<file path="src/hdl/led_ring_ripple_fader_core_macros.svh">
// Assertion macros shared by the ripple fader RTL.
`ifndef LED_RING_RIPPLE_FADER_CORE_MACROS_SVH
`define LED_RING_RIPPLE_FADER_CORE_MACROS_SVH

// Check a consequent in the same cycle as its antecedent.
`define LRRF_ASSERT_NOW(lbl, ante, cons) \
  lbl: assert property (@(posedge clk_i) disable iff (!rst_ni) (ante) |-> (cons)) \
    else $error("ripple fader check failed");

// Check a consequent in the cycle after its antecedent.
`define LRRF_ASSERT_NEXT(lbl, ante, cons) \
  lbl: assert property (@(posedge clk_i) disable iff (!rst_ni) (ante) |=> (cons)) \
    else $error("ripple fader check failed");

`endif

</file>
<file path="src/hdl/lrrf_pkg.sv">
// Shared types and constants of the LED ring ripple fader.
package lrrf_pkg;

  localparam int unsigned CfgIdxW  = 4;
  localparam int unsigned CfgDataW = 8;

  // Register indexes of the configuration port
  localparam logic [CfgIdxW-1:0] CFG_IDX_LIMIT = 4'd0;
  localparam logic [CfgIdxW-1:0] CFG_IDX_STEP  = 4'd1;

  localparam logic [7:0] LIMIT_RESET = 8'd150;
  localparam logic [3:0] STEP_RESET  = 4'd3;

  // Fade settings handed to the frame sequencer
  typedef struct packed {
    logic [7:0] limit;
    logic [3:0] step;
  } lrrf_cfg_t;

endpackage

</file>
<file path="src/hdl/led_ring_ripple_fader_core.sv">
// Top level of the LED ring ripple fader: config registers, level store and sequencer.
//
//   channel | direction | handshake         | word
//   --------+-----------+-------------------+-------------------------------------
//   in      | input     | in_valid/stall    | frame_tick
//   out     | output    | out_valid/stall   | led_index, blue_level, last_led
//   cfg     | input     | cfg_valid/ready   | cfg_index, cfg_data
//
// A frame serializes the ramp pass, the seed probes, four seed writes on a hit and a
// readout per LED through one store port.
// A word with frame_tick low is taken and dropped.
// Reset is asynchronous, active low, then a clearing pass zeroes the store.
// Output stalls hold the current LED word; no new frame is taken until the last LED goes out.
module led_ring_ripple_fader_core #(
  parameter int unsigned RING_SIZE    = 18,
  parameter int unsigned SPREAD_REACH = 4
) (
  input  logic                         clk_i,
  input  logic                         rst_ni,
  input  logic                         in_valid_i,
  output logic                         in_stall_o,
  input  logic                         frame_tick_i,
  output logic                         out_valid_o,
  input  logic                         out_stall_i,
  output logic [4:0]                   led_index_o,
  output logic [7:0]                   blue_level_o,
  output logic                         last_led_o,
  input  logic                         cfg_valid_i,
  output logic                         cfg_ready_o,
  input  logic [lrrf_pkg::CfgIdxW-1:0] cfg_index_i,
  input  logic [lrrf_pkg::CfgDataW-1:0] cfg_data_i
);
  import lrrf_pkg::*;
  `include "led_ring_ripple_fader_core_macros.svh"

  localparam int unsigned IW = $clog2(RING_SIZE);

  lrrf_cfg_t     cfg_q;
  logic          busy;
  logic          tick_go;
  logic          rd_en;
  logic [IW-1:0] rd_addr;
  logic [7:0]    rd_data;
  logic          wr_en;
  logic [IW-1:0] wr_addr;
  logic [7:0]    wr_data;
  logic [IW-1:0] led_idx;

  assign cfg_ready_o = 1'b1;
  assign in_stall_o  = busy;
  assign tick_go     = in_valid_i & ~busy & frame_tick_i;

  // Write configuration registers, drop unknown indexes
  always_ff @(posedge clk_i or negedge rst_ni) begin
    if (!rst_ni) begin
      cfg_q.limit <= LIMIT_RESET;
      cfg_q.step  <= STEP_RESET;
    end else if (cfg_valid_i && cfg_ready_o) begin
      if (cfg_index_i == CFG_IDX_LIMIT) begin
        cfg_q.limit <= cfg_data_i[7:0];
      end else if (cfg_index_i == CFG_IDX_STEP) begin
        cfg_q.step <= cfg_data_i[3:0];
      end
    end
  end

  lrrf_ring_ram #(
    .DEPTH (RING_SIZE),
    .AW    (IW)
  ) u_ram (
    .clk_i     (clk_i),
    .rd_en_i   (rd_en),
    .rd_addr_i (rd_addr),
    .rd_data_o (rd_data),
    .wr_en_i   (wr_en),
    .wr_addr_i (wr_addr),
    .wr_data_i (wr_data)
  );

  lrrf_frame_seq #(
    .RING_SIZE    (RING_SIZE),
    .SPREAD_REACH (SPREAD_REACH),
    .IW           (IW)
  ) u_seq (
    .clk_i       (clk_i),
    .rst_ni      (rst_ni),
    .cfg_i       (cfg_q),
    .tick_go_i   (tick_go),
    .busy_o      (busy),
    .rd_en_o     (rd_en),
    .rd_addr_o   (rd_addr),
    .rd_data_i   (rd_data),
    .wr_en_o     (wr_en),
    .wr_addr_o   (wr_addr),
    .wr_data_o   (wr_data),
    .out_valid_o (out_valid_o),
    .out_stall_i (out_stall_i),
    .led_idx_o   (led_idx),
    .last_led_o  (last_led_o)
  );

  assign led_index_o  = 5'(led_idx);
  assign blue_level_o = rd_data;

  // A frame tick starts a frame that blocks further input
  `LRRF_ASSERT_NEXT(a_tick_busy, in_valid_i && !in_stall_o && frame_tick_i, in_stall_o)
  // No LED word goes out while input is open
  `LRRF_ASSERT_NOW(a_out_blocks_in, out_valid_o, in_stall_o)
  // The last LED word ends the frame
  `LRRF_ASSERT_NEXT(a_last_ends, out_valid_o && last_led_o && !out_stall_i,
                    !out_valid_o && !in_stall_o)

endmodule

</file>
<file path="src/hdl/lrrf_ring_ram.sv">
// Blue level store: one write port, one read port, registered read data.
module lrrf_ring_ram #(
  parameter int unsigned DEPTH = 18,
  parameter int unsigned AW    = 5
) (
  input  logic          clk_i,
  input  logic          rd_en_i,
  input  logic [AW-1:0] rd_addr_i,
  output logic [7:0]    rd_data_o,
  input  logic          wr_en_i,
  input  logic [AW-1:0] wr_addr_i,
  input  logic [7:0]    wr_data_i
);

  logic [7:0] mem_q [DEPTH];

  // Write the addressed entry
  always_ff @(posedge clk_i) begin
    if (wr_en_i) begin
      mem_q[wr_addr_i] <= wr_data_i;
    end
  end

  // Read on enable, hold the data otherwise
  always_ff @(posedge clk_i) begin
    if (rd_en_i) begin
      rd_data_o <= mem_q[rd_addr_i];
    end
  end

endmodule

</file>
<file path="src/hdl/lrrf_frame_seq.sv">
// Frame sequencer: ramp pass, seed search, seeding and readout over the level store.
module lrrf_frame_seq #(
  parameter int unsigned RING_SIZE    = 18,
  parameter int unsigned SPREAD_REACH = 4,
  parameter int unsigned IW           = 5
) (
  input  logic                clk_i,
  input  logic                rst_ni,
  input  lrrf_pkg::lrrf_cfg_t cfg_i,
  input  logic                tick_go_i,
  output logic                busy_o,
  output logic                rd_en_o,
  output logic [IW-1:0]       rd_addr_o,
  input  logic [7:0]          rd_data_i,
  output logic                wr_en_o,
  output logic [IW-1:0]       wr_addr_o,
  output logic [7:0]          wr_data_o,
  output logic                out_valid_o,
  input  logic                out_stall_i,
  output logic [IW-1:0]       led_idx_o,
  output logic                last_led_o
);
  import lrrf_pkg::*;

  localparam int unsigned PW = (SPREAD_REACH > 0) ? $clog2(SPREAD_REACH + 1) : 1;
  localparam logic [IW-1:0] LastIdx  = IW'(RING_SIZE - 1);
  localparam logic [IW-1:0] HalfRing = IW'(RING_SIZE / 2);
  localparam logic [IW-1:0] ReachMod = IW'(SPREAD_REACH % RING_SIZE);
  localparam logic [IW-1:0] OneIdx   = IW'(1);
  localparam logic [IW-1:0] TwoIdx   = IW'(2);
  localparam logic [PW-1:0] LastPrb  = PW'(SPREAD_REACH);

  localparam logic [2:0] S_IDLE     = 3'd0;
  localparam logic [2:0] S_RAMP     = 3'd1;
  localparam logic [2:0] S_PRB_RD   = 3'd2;
  localparam logic [2:0] S_PRB_CHK  = 3'd3;
  localparam logic [2:0] S_SEED     = 3'd4;
  localparam logic [2:0] S_OUT_RD   = 3'd5;
  localparam logic [2:0] S_OUT_WAIT = 3'd6;
  localparam logic [2:0] S_CLEAR    = 3'd7;

  // Ring position arithmetic, both operands below RING_SIZE
  function automatic logic [IW-1:0] wrap_add(input logic [IW-1:0] a, input logic [IW-1:0] b);
    logic [IW:0] s;
    s = {1'b0, a} + {1'b0, b};
    if (s >= (IW+1)'(RING_SIZE)) begin
      s = s - (IW+1)'(RING_SIZE);
    end
    return s[IW-1:0];
  endfunction

  function automatic logic [IW-1:0] wrap_sub(input logic [IW-1:0] a, input logic [IW-1:0] b);
    logic [IW:0] s;
    if (a >= b) begin
      s = {1'b0, a} - {1'b0, b};
    end else begin
      s = {1'b0, a} + (IW+1)'(RING_SIZE) - {1'b0, b};
    end
    return s[IW-1:0];
  endfunction

  // Per-frame ramp of one level
  function automatic logic [7:0] ramp_level(input logic [7:0] b, input logic up,
                                            input logic [7:0] lim, input logic [3:0] stp);
    logic [8:0] sum;
    logic [7:0] r;
    sum = {1'b0, b} + {5'd0, stp};
    if (up) begin
      if (b == 8'd0) begin
        r = 8'd0;
      end else if (b < lim) begin
        r = sum[8] ? 8'hFF : sum[7:0];
      end else begin
        r = lim;
      end
    end else begin
      if (b >= lim) begin
        r = lim;
      end else if (b == 8'd0) begin
        r = 8'd0;
      end else begin
        r = (b > {4'd0, stp}) ? b - {4'd0, stp} : 8'd0;
      end
    end
    return r;
  endfunction

  logic [2:0]    state_q, state_d;
  logic          rising_q, rising_d;
  logic [IW-1:0] origin_q, origin_d;
  logic [IW-1:0] idx_q, idx_d;
  logic          rd_end_q, rd_end_d;
  logic          wr_vld_q, wr_vld_d;
  logic [IW-1:0] wr_idx_q, wr_idx_d;
  logic [IW-1:0] pos_q, pos_d;
  logic [IW-1:0] posn_q, posn_d;
  logic [PW-1:0] prb_cnt_q, prb_cnt_d;
  logic [1:0]    seed_cnt_q, seed_cnt_d;
  logic          done_q, done_d;
  logic [7:0]    seed_lvl_q, seed_lvl_d;

  logic       prb_hit;
  logic       lvl_done;
  logic       done_all;
  logic [7:0] lim_less_step;

  assign lim_less_step = (cfg_i.limit > {4'd0, cfg_i.step}) ?
                         cfg_i.limit - {4'd0, cfg_i.step} : 8'd0;
  assign prb_hit  = rising_q ? (rd_data_i == 8'd0) : (rd_data_i == cfg_i.limit);
  assign lvl_done = rising_q ? (rd_data_i >= cfg_i.limit) : (rd_data_i == 8'd0);
  assign done_all = done_q & lvl_done;

  // Sequence one frame through the store
  always_comb begin
    state_d    = state_q;
    rising_d   = rising_q;
    origin_d   = origin_q;
    idx_d      = idx_q;
    rd_end_d   = rd_end_q;
    wr_vld_d   = wr_vld_q;
    wr_idx_d   = wr_idx_q;
    pos_d      = pos_q;
    posn_d     = posn_q;
    prb_cnt_d  = prb_cnt_q;
    seed_cnt_d = seed_cnt_q;
    done_d     = done_q;
    seed_lvl_d = seed_lvl_q;
    rd_en_o    = 1'b0;
    rd_addr_o  = idx_q;
    wr_en_o    = 1'b0;
    wr_addr_o  = wr_idx_q;
    wr_data_o  = ramp_level(rd_data_i, rising_q, cfg_i.limit, cfg_i.step);
    case (state_q)
      S_CLEAR: begin
        // zero one entry per cycle after reset
        wr_en_o   = 1'b1;
        wr_addr_o = idx_q;
        wr_data_o = 8'd0;
        if (idx_q == LastIdx) begin
          idx_d   = '0;
          state_d = S_IDLE;
        end else begin
          idx_d = idx_q + OneIdx;
        end
      end
      S_IDLE: begin
        if (tick_go_i) begin
          state_d  = S_RAMP;
          idx_d    = '0;
          rd_end_d = 1'b0;
          wr_vld_d = 1'b0;
          done_d   = 1'b1;
        end
      end
      S_RAMP: begin
        // issue reads ahead, write the ramped word back in the following cycle
        if (!rd_end_q) begin
          rd_en_o  = 1'b1;
          wr_vld_d = 1'b1;
          wr_idx_d = idx_q;
          if (idx_q == LastIdx) begin
            rd_end_d = 1'b1;
          end else begin
            idx_d = idx_q + OneIdx;
          end
        end else begin
          wr_vld_d = 1'b0;
        end
        if (wr_vld_q) begin
          wr_en_o = 1'b1;
          if (wr_idx_q == LastIdx) begin
            state_d   = S_PRB_RD;
            wr_vld_d  = 1'b0;
            prb_cnt_d = '0;
            if (rising_q) begin
              pos_d  = origin_q;
              posn_d = origin_q;
            end else begin
              pos_d  = wrap_add(origin_q, ReachMod);
              posn_d = wrap_sub(origin_q, ReachMod);
            end
          end
        end
      end
      S_PRB_RD: begin
        rd_en_o   = 1'b1;
        rd_addr_o = pos_q;
        state_d   = S_PRB_CHK;
      end
      S_PRB_CHK: begin
        if (prb_hit) begin
          seed_lvl_d = rising_q ? {4'd0, cfg_i.step} : lim_less_step;
          seed_cnt_d = '0;
          state_d    = S_SEED;
        end else if (prb_cnt_q == LastPrb) begin
          idx_d   = '0;
          state_d = S_OUT_RD;
        end else begin
          prb_cnt_d = prb_cnt_q + PW'(1);
          state_d   = S_PRB_RD;
          if (rising_q) begin
            pos_d  = wrap_add(pos_q, OneIdx);
            posn_d = wrap_sub(posn_q, OneIdx);
          end else begin
            pos_d  = wrap_sub(pos_q, OneIdx);
            posn_d = wrap_add(posn_q, OneIdx);
          end
        end
      end
      S_SEED: begin
        // write the hit, its mirror and both opposite LEDs
        wr_en_o   = 1'b1;
        wr_data_o = seed_lvl_q;
        case (seed_cnt_q)
          2'd0:    wr_addr_o = pos_q;
          2'd1:    wr_addr_o = wrap_add(pos_q, HalfRing);
          2'd2:    wr_addr_o = posn_q;
          default: wr_addr_o = wrap_add(posn_q, HalfRing);
        endcase
        if (seed_cnt_q == 2'd3) begin
          idx_d   = '0;
          state_d = S_OUT_RD;
        end else begin
          seed_cnt_d = seed_cnt_q + 2'd1;
        end
      end
      S_OUT_RD: begin
        rd_en_o = 1'b1;
        state_d = S_OUT_WAIT;
      end
      S_OUT_WAIT: begin
        // read data holds in the store's output register until taken
        if (!out_stall_i) begin
          done_d = done_all;
          if (idx_q == LastIdx) begin
            state_d = S_IDLE;
            if (done_all) begin
              rising_d = !rising_q;
              if (!rising_q) begin
                origin_d = wrap_add(origin_q, TwoIdx);
              end
            end
          end else begin
            idx_d   = idx_q + OneIdx;
            state_d = S_OUT_RD;
          end
        end
      end
      default: begin
        state_d = S_IDLE;
      end
    endcase
  end

  // Hold sequencer state
  always_ff @(posedge clk_i or negedge rst_ni) begin
    if (!rst_ni) begin
      state_q    <= S_CLEAR;
      rising_q   <= 1'b1;
      origin_q   <= '0;
      idx_q      <= '0;
      rd_end_q   <= 1'b0;
      wr_vld_q   <= 1'b0;
      wr_idx_q   <= '0;
      pos_q      <= '0;
      posn_q     <= '0;
      prb_cnt_q  <= '0;
      seed_cnt_q <= '0;
      done_q     <= 1'b1;
    end else begin
      state_q    <= state_d;
      rising_q   <= rising_d;
      origin_q   <= origin_d;
      idx_q      <= idx_d;
      rd_end_q   <= rd_end_d;
      wr_vld_q   <= wr_vld_d;
      wr_idx_q   <= wr_idx_d;
      pos_q      <= pos_d;
      posn_q     <= posn_d;
      prb_cnt_q  <= prb_cnt_d;
      seed_cnt_q <= seed_cnt_d;
      done_q     <= done_d;
    end
  end

  // Hold the seed level
  always_ff @(posedge clk_i) begin
    seed_lvl_q <= seed_lvl_d;
  end

  assign busy_o      = (state_q != S_IDLE);
  assign out_valid_o = (state_q == S_OUT_WAIT);
  assign led_idx_o   = idx_q;
  assign last_led_o  = (idx_q == LastIdx);

endmodule

</file>
<file path="config.mk">
export PLATFORM = sky130hd
export DESIGN_NAME = led_ring_ripple_fader_core
export DESIGN_NICKNAME = d
export VERILOG_FILES = /design/src/hdl/lrrf_pkg.sv /design/src/hdl/led_ring_ripple_fader_core.sv /design/src/hdl/lrrf_ring_ram.sv /design/src/hdl/lrrf_frame_seq.sv
export VERILOG_INCLUDE_DIRS = /design/src /design/src/hdl
export SDC_FILE = /design/constraint.sdc
export NUM_CORES = 1
export LEC_CHECK = 0
export BUFFER_PORTS_ARGS = -buffer_cell sky130_fd_sc_hd__buf_4
export CAP_MARGIN = 30
export CORE_MARGIN = 2
export CORE_UTILIZATION = 63
export CTS_CLUSTER_SIZE = 30
export DETAILED_ROUTE_END_ITERATION = 16
export PLACE_DENSITY = 0.8
export REMOVE_ABC_BUFFERS = 1
export SETUP_SLACK_MARGIN = 0.5
export SYNTH_ARGS = -nofsm -noshare
export SYNTH_HDL_FRONTEND = slang
export SYNTH_HIERARCHICAL = 1
export SYNTH_SLANG_ARGS = --single-unit
</file>
<file path="constraint.sdc">
create_clock -name clk_i -period 5.3 [get_ports clk_i]
set_input_delay 0 -clock clk_i [delete_from_list [all_inputs] [get_ports clk_i]]
set_output_delay 0 -clock clk_i [all_outputs]
set_load 0.005 [all_outputs]
</file>
==> results of run 1 <==
cell type report:
class | count | area [µm²]
clock buffer | 29 | 618
timing repair buffer | 67 | 543
tap | 260 | 325
multi-input combinational | 748 | 5590
fill | 1295 | 5410
inverter | 49 | 184
sequential | 208 | 6020
clock inverter | 11 | 138
metal layers:
layer	up-vias	global-route usage, %
met2	534	48.7
met4	0	8.81
met3	88	5.33
met1	4506	44.4
met5	-	0
li1	4163	-
worst max-delay path, cell delays in order, from the launching register on:
cell	delay, ns
dfrtp_1	0.58
inv_1	0.16
ha_1	0.44
nor4bb_1	0.40
o21ai_0	0.17
o22ai_1	0.27
mux2_2	0.39
a221oi_1	0.33
a221o_1	0.37
nand2_1	0.18
nor2_1	0.67
timing repair:
item | 4_1_cts | 5_1_grt
gates resized for setup | 0 | 0
hold endpoints to repair | 64 | 0
setup buffers | 0 | 0
hold buffers | 16 | 0
layout by cell type (no fill, tap or decap), types with 16 or more instances in the layout:
master         Yosys  routed
a21oi_1           58      58
dlygate4sd3_1      0      16
nor3_1            23      23
nand2_1           83      83
nand2b_1          17      17
buf_4              3      50
xnor2_1           22      22
nor2b_1           17      17
mux2_2            28      28
clkbuf_16          0      23
edfxtp_1         160     160
mux4_2            19      19
mux2i_1           33      33
ha_1              46      46
inv_1             49      49
nor2_1            69      69
o21ai_0           60      59
dfrtp_1           37      37
nand3_1           26      26
state kept, by name, indices dropped and copies added, names as in the netlist:
register and flops:
u_seq/origin_q 4, u_seq/rd_end_q 1, u_seq/wr_idx_q 5, u_seq/prb_cnt_q 3, u_seq/posn_q 5, u_seq/seed_lvl_q 8
u_ram/mem_q 144, u_seq/seed_cnt_q 2, u_seq/wr_vld_q 1, cfg_q 12, u_ram/rd_data_o 8, u_seq/pos_q 5
u_seq/done_q 1, u_seq/state_q 3, u_seq/led_idx_o 5, u_seq/rising_q 1
power breakdown:
| part | switching [µW] | internal (µW) |
|---|---|---|
| Sequential | 439 | 2480 |
| Combinational | 2260 | 1430 |
| Clock | 622 | 968 |
| Total | 3320 | 4880 |
worst max-delay path by stage:
stage	to	slack [ns]
after floorplan	u_ram/rd_data_o[5]	1.15
after global placement	u_ram/mem_q[7][4]	1.19
after detailed placement	u_ram/mem_q[6][6]	1.05
after CTS	u_ram/mem_q[6][6]	1.03
after global routing	u_ram/mem_q[15][5]	0.67
final	u_ram/mem_q[15][5]	0.95
cells by family after synthesis:
logic type	Yosys count
flops	208
mux	85
simple gates	303
other cells	1
compound gates	283
fa+ha+maj	49
xor+xnor	27
buf+inv	118
per-stage QoR:
step                util, %  setup WS, ns  instance area [µm²]
floorplan                 -          1.15                11800
global placement       66.4          1.19                12500
detailed placement     66.4          1.05                12500
CTS                    71.2          1.03                13400
global route           71.3         0.672                13400
finish                 71.3         0.951                13400
==> results by group, run 1 <==
Logic synthesis
  – XOR/XNOR share of the synthesized area: 1.95%
  – Yosys synthesis warning count: 6
  – Largest family of logic cells by synthesized area: compound AO/OA/AOI/OAI gates
  – #FFs+latches synth: 208
  – Adder-Cell Fraction of Synth Area: 5.24%
  – Syn Area/Cell: 11.3 µm²
  – EDFF count, synth: 160
  – Sequential area share after synthesis: 49.6%
  – Ys async rst share: 23.1%
  – Cells after Synth: 1074
  – Top-area cell type share of the netlist area: 39.6%
  – Post-synthesis cell area: 0.0121 mm²
  – Post-synthesis simple-gate area fraction: 12.9%
  – Multiplexer area fraction after synthesis: 9.93%
  – Primary FF master, synth: edfxtp_1
  – Synth Area in Compound Gates: 16.0%
  – Synth area leaders: edfxtp_1 (40%), dfrtp_1 (7.6%), ha_1 (4.7%)
  – Most common cell in the synthesized netlist: edfxtp_1
  – Synth cell count leaders: edfxtp_1 (160), nand2_1 (83), nor2_1 (69)
  – Post-synth top area cell: edfxtp_1
  – Cell variety after synth: 97

STA
  – Skew final: 0.0158 ns
  – Relative slew slack: 31.2%
  – Fmax: 0.230 GHz
  – Hold_ws: 0.0343 ns
  – Final setup violation count: 0
  – RSZ-0062 raised after global routing: no
  – Final TNS setup: 0 ns
  – Worst Tran Pin Value: 1.02 ns
  – Final hold vios: 0
  – Final Max Slew Viols: 0
  – Crit path time final: 4.35 ns
  – Share of the clock period used by the worst path: 82.1%

Floorplanning
  – Initial core utilization: 64.5%
  – Core area: 0.0188 mm²
  – DIE AREA: 0.0204 mm²
  – Die X: 143 µm
  – I/O Pins: 35
  – Chip height: 143 µm
  – Num rows: 50

Min path
  – Hold path start: frame_tick_i
  – Hold Path Depth: 6
  – Worst hold path type: in -> reg
  – Hold EP: u_seq/rd_end_q

Power
  – Power Density: 611 mW/mm²
  – Pwr Total: 8200 µW
  – Leakage power: 0.00484 µW
  – Max VDD drop: 291 µV

Global routing
  – Global-route wire length before repair: 48500 µm
  – Pin count of the biggest net entering global routing: 49
  – Vias in the first global route: 8722
  – Overflow after GRT: 0
  – Total track usage: 30.8%
  – Initial antenna violation count: 0

Placement
  – Placer Congestion: 0.979
  – HPWL Detailed: 20500 µm
  – Number of I/O port buffers: 33
  – Placed insts: 1315

Routing
  – DRT met1 WL: 12500 µm
  – Drc violations: 0
  – Pre-antenna DRT Iters: 7
  – Routed Antenna Nets: 0
  – DR vias: 9291
  – Routed wl met3: 3200 µm
  – Highest routed layer: met4
  – WL met2: 14200 µm
  – Drt initial violations: 971
  – Wire length per cell: 22.4 µm
  – Vias per cell: 6.77
  – DRT Wirelength: 30700 µm

Worst setup path
  – FF-to-FF Start: u_seq/posn_q[0]
  – Worst Path Class, Setup: reg -> reg
  – CP startpoint: u_seq/posn_q[0]
  – WP data required: 5.43 ns
  – Worst r2r path cells: 10
  – Arr. time, crit path: 4.48 ns
  – CP max FO: 13
  – Crit start category: flop
  – Worst setup EP type: flop
  – Reg2reg end: u_ram/mem_q[15][5]
  – Register-to-register setup slack: 0.95 ns

CTS
  – Clock Latency Late Sink: 0.51 ns
  – Root buffer cell: clkbuf_16
  – Worst-case clock buffer depth: 3
  – CTS clock-pin slew for the worst setup and hold paths: 0.06 ns
  – Clock sink total: 208
  – CTS tree: done
  – Number of CTS-inserted buffers: 22
  – H-tree depth: 1

Layout
  – Layout cells sized above 1: 14.9%
  – Final cell count without fillers: 1372
  – Layout area overhead: 10.6%
  – N_diodes: 0
  – Nets@finish: 1163

Status
  – Status: complete, no violations

Job
  – Max-cap viol count: 0
No activity file was read; power rests on OpenSTA's default activity.
==> run 2: changes to the inputs <==
CORE_UTILIZATION = 57   (was 63)
PLACE_DENSITY = 0.77   (was 0.8)
clock period = 3.8 ns   (was 5.3 ns; I/O delays follow)
==> results by group, run 2 (synthesis results as in run 1) <==
Status
  – Status: complete, but fails checks
  – Failing checks: hold timing

STA
  – Fmax: 0.307 GHz
  – RSZ-0062 raised after global routing: no
  – Final hold vios: 1
  – Final setup violation count: 0
  – Relative slew slack: 41.6%
  – Share of the clock period used by the worst path: 85.8%
  – Hold_ws: -0.0000304 ns
  – Skew final: 0.0130 ns
  – Crit path time final: 3.26 ns
  – Final Max Slew Viols: 0
  – Worst Tran Pin Value: 0.866 ns

Routing
  – Vias per cell: 6.56
  – Routed Antenna Nets: 0
  – Drt initial violations: 1168
  – Pre-antenna DRT Iters: 5
  – Wire length per cell: 22.0 µm
  – DRT met1 WL: 13400 µm
  – Drc violations: 0
  – WL met2: 14800 µm
  – Highest routed layer: met4
  – DRT Wirelength: 32200 µm
  – Routed wl met3: 2810 µm
  – DR vias: 9601

Worst setup path
  – Worst r2r path cells: 14
  – Worst path cell trace: inv_2, ha_4, buf_6, nor2_1, and4_4, o31ai_4, o2111ai_2, a221oi_2, a221o_1, buf_4, nand3b_1, buf_6, nor3_4, buf_6
  – Critical Path Most Common Cell: buf_6
  – Worst Path Class, Setup: reg -> reg
  – Register-to-register setup slack: 0.54 ns
  – CP max FO: 8
  – Reg2reg end: u_ram/mem_q[2][4]
  – Slowest cell on the critical path: dfrtp_2
  – Arr. time, crit path: 3.49 ns
  – Max incr delay on CP: 0.41 ns
  – Crit start category: flop
  – Crit path buf inv count: 5
  – FF-to-FF Start: u_seq/pos_q[0]
  – Largest delay share family, worst path: compound AO/OA/AOI/OAI gates
  – WP data required: 4.03 ns
  – Worst setup EP type: flop

Placement
  – HPWL Detailed: 21400 µm
  – Number of I/O port buffers: 33
  – Placer Congestion: 0.995
  – Placed insts: 1385

Layout
  – FILL cells: 1456
  – Commonest non-fill, non-tap cell in the layout: edfxtp_1
  – Final cell count without fillers: 1463
  – Most frequent cells in the layout: edfxtp_1 (160), buf_4 (113), nand2_1 (82)
  – Layout area overhead: 18.6%
  – Layout cells sized above 1: 25.1%
  – Top reg by flops: u_ram/mem_q
  – Largest registers: u_ram/mem_q (144), cfg_q (12)
  – N_diodes: 0
  – Nets@finish: 1238
  – Max reg flops: 144

Power
  – Sequential power share: 30.5%
  – Int Pwr: 7500 µW
  – Switching Fraction: 40.4%
  – Clock power frac: 18.7%
  – Logic pwr share: 50.8%
  – Net Switching: 5070 µW
  – Max VDD drop: 439 µV
  – Power Density: 873 mW/mm²
  – Leakage power: 0.00527 µW

CTS
  – CTS tree: done
  – H-tree depth: 1
  – Worst-case clock buffer depth: 3
  – CTS clock-pin slew for the worst setup and hold paths: 0.07 ns
  – Number of CTS-inserted buffers: 23
  – Clock sink total: 208
  – Clock Latency Late Sink: 0.53 ns
  – Root buffer cell: clkbuf_16

Floorplanning
  – Die X: 150 µm
  – Initial core utilization: 57.9%
  – I/O Pins: 35
  – Num rows: 53
  – Core area: 0.0210 mm²
  – DIE AREA: 0.0225 mm²
  – Chip height: 150 µm

Global routing
  – Total track usage: 28.0%
  – Pin count of the biggest net entering global routing: 49
  – Vias in the first global route: 8841
  – Overflow after GRT: 0
  – Global-route wire length before repair: 49000 µm
  – Initial antenna violation count: 0

Min path
  – Worst hold path type: in -> reg
  – Hold path start: in_valid_i
  – Hold EP: u_seq/rd_end_q
  – Hold Path Depth: 6

Job
  – Max-cap viol count: 0
-- run 2: timing repair --
action,in CTS,in global routing
setup endpoints to repair,147,163
hold buffers,13,0
pin swaps,3,8
hold endpoints to repair,63,0
buffers inserted,5,17
gates resized for setup,19,61
cloned,0,0
-- run 2: how the worst max path moves through the flow --
stage / to / cells after the start / start
final: u_ram/mem_q[2][4] / 14 / u_seq/pos_q[0]
after global routing: u_ram/mem_q[3][4] / 13 / u_seq/pos_q[0]
after CTS: u_ram/mem_q[10][5] / 13 / u_seq/posn_q[0]
after detailed placement: u_ram/mem_q[17][3] / 11 / u_seq/posn_q[0]
after global placement: u_ram/mem_q[17][3] / 11 / u_seq/posn_q[0]
after floorplan: u_ram/rd_data_o[5] / 7 / u_seq/state_q[0]
-- run 2: power by group through the flow --
stage | Sequential [µW] | Combinational, µW | Clock (µW)
6_report | 3830 | 6380 | 2350
3_5_place_dp | 3860 | 5600 | 0
5_1_grt | 3880 | 6820 | 2480
2_1_floorplan | 3890 | 3470 | 0
3_3_place_gp | 3840 | 5510 | 0
4_1_cts | 3820 | 5750 | 2380
-- run 2: per-stage QoR --
stage                     TNS (ns)  util [%]  worst slack (ns)  power [µW]  cell area, µm²
final                            0      68.7             0.541       12600           14400
after floorplan             -0.367         -            -0.351        7360           11800
after detailed placement    -0.238      61.8           -0.0298        9460           12900
after CTS                        0      66.8             0.369       11900           14000
after global routing             0      68.7             0.445       13200           14400
after global placement           0      61.8             0.141        9350           12900
-- run 2: cell type report --
class	instances	area (µm²)	share of cell area, %
timing repair buffer	141	1170	8.12
tap	275	344	2.39
clock buffer	23	576	4.00
inverter	49	188	1.30
clock inverter	19	231	1.61
sequential	208	6020	41.8
multi-input combinational	748	5870	40.8
-- run 2: layer usage --
layer  global-route usage, %  vias up
li1                        -     4300
met5                       0        -
met1                    40.7     4661
met3                    3.32       99
met2                    44.1      541
met4                    9.25        0
-- run 2: worst register-to-register path, cell delays in order, from the launching register on --
cell and delay, ns:
dfrtp_2 0.41, inv_2 0.07, ha_4 0.27, buf_6 0.12
nor2_1 0.06, and4_4 0.19, o31ai_4 0.24, o2111ai_2 0.16
a221oi_2 0.37, a221o_1 0.29, buf_4 0.16, nand3b_1 0.13
buf_6 0.17, nor3_4 0.15, buf_6 0.17
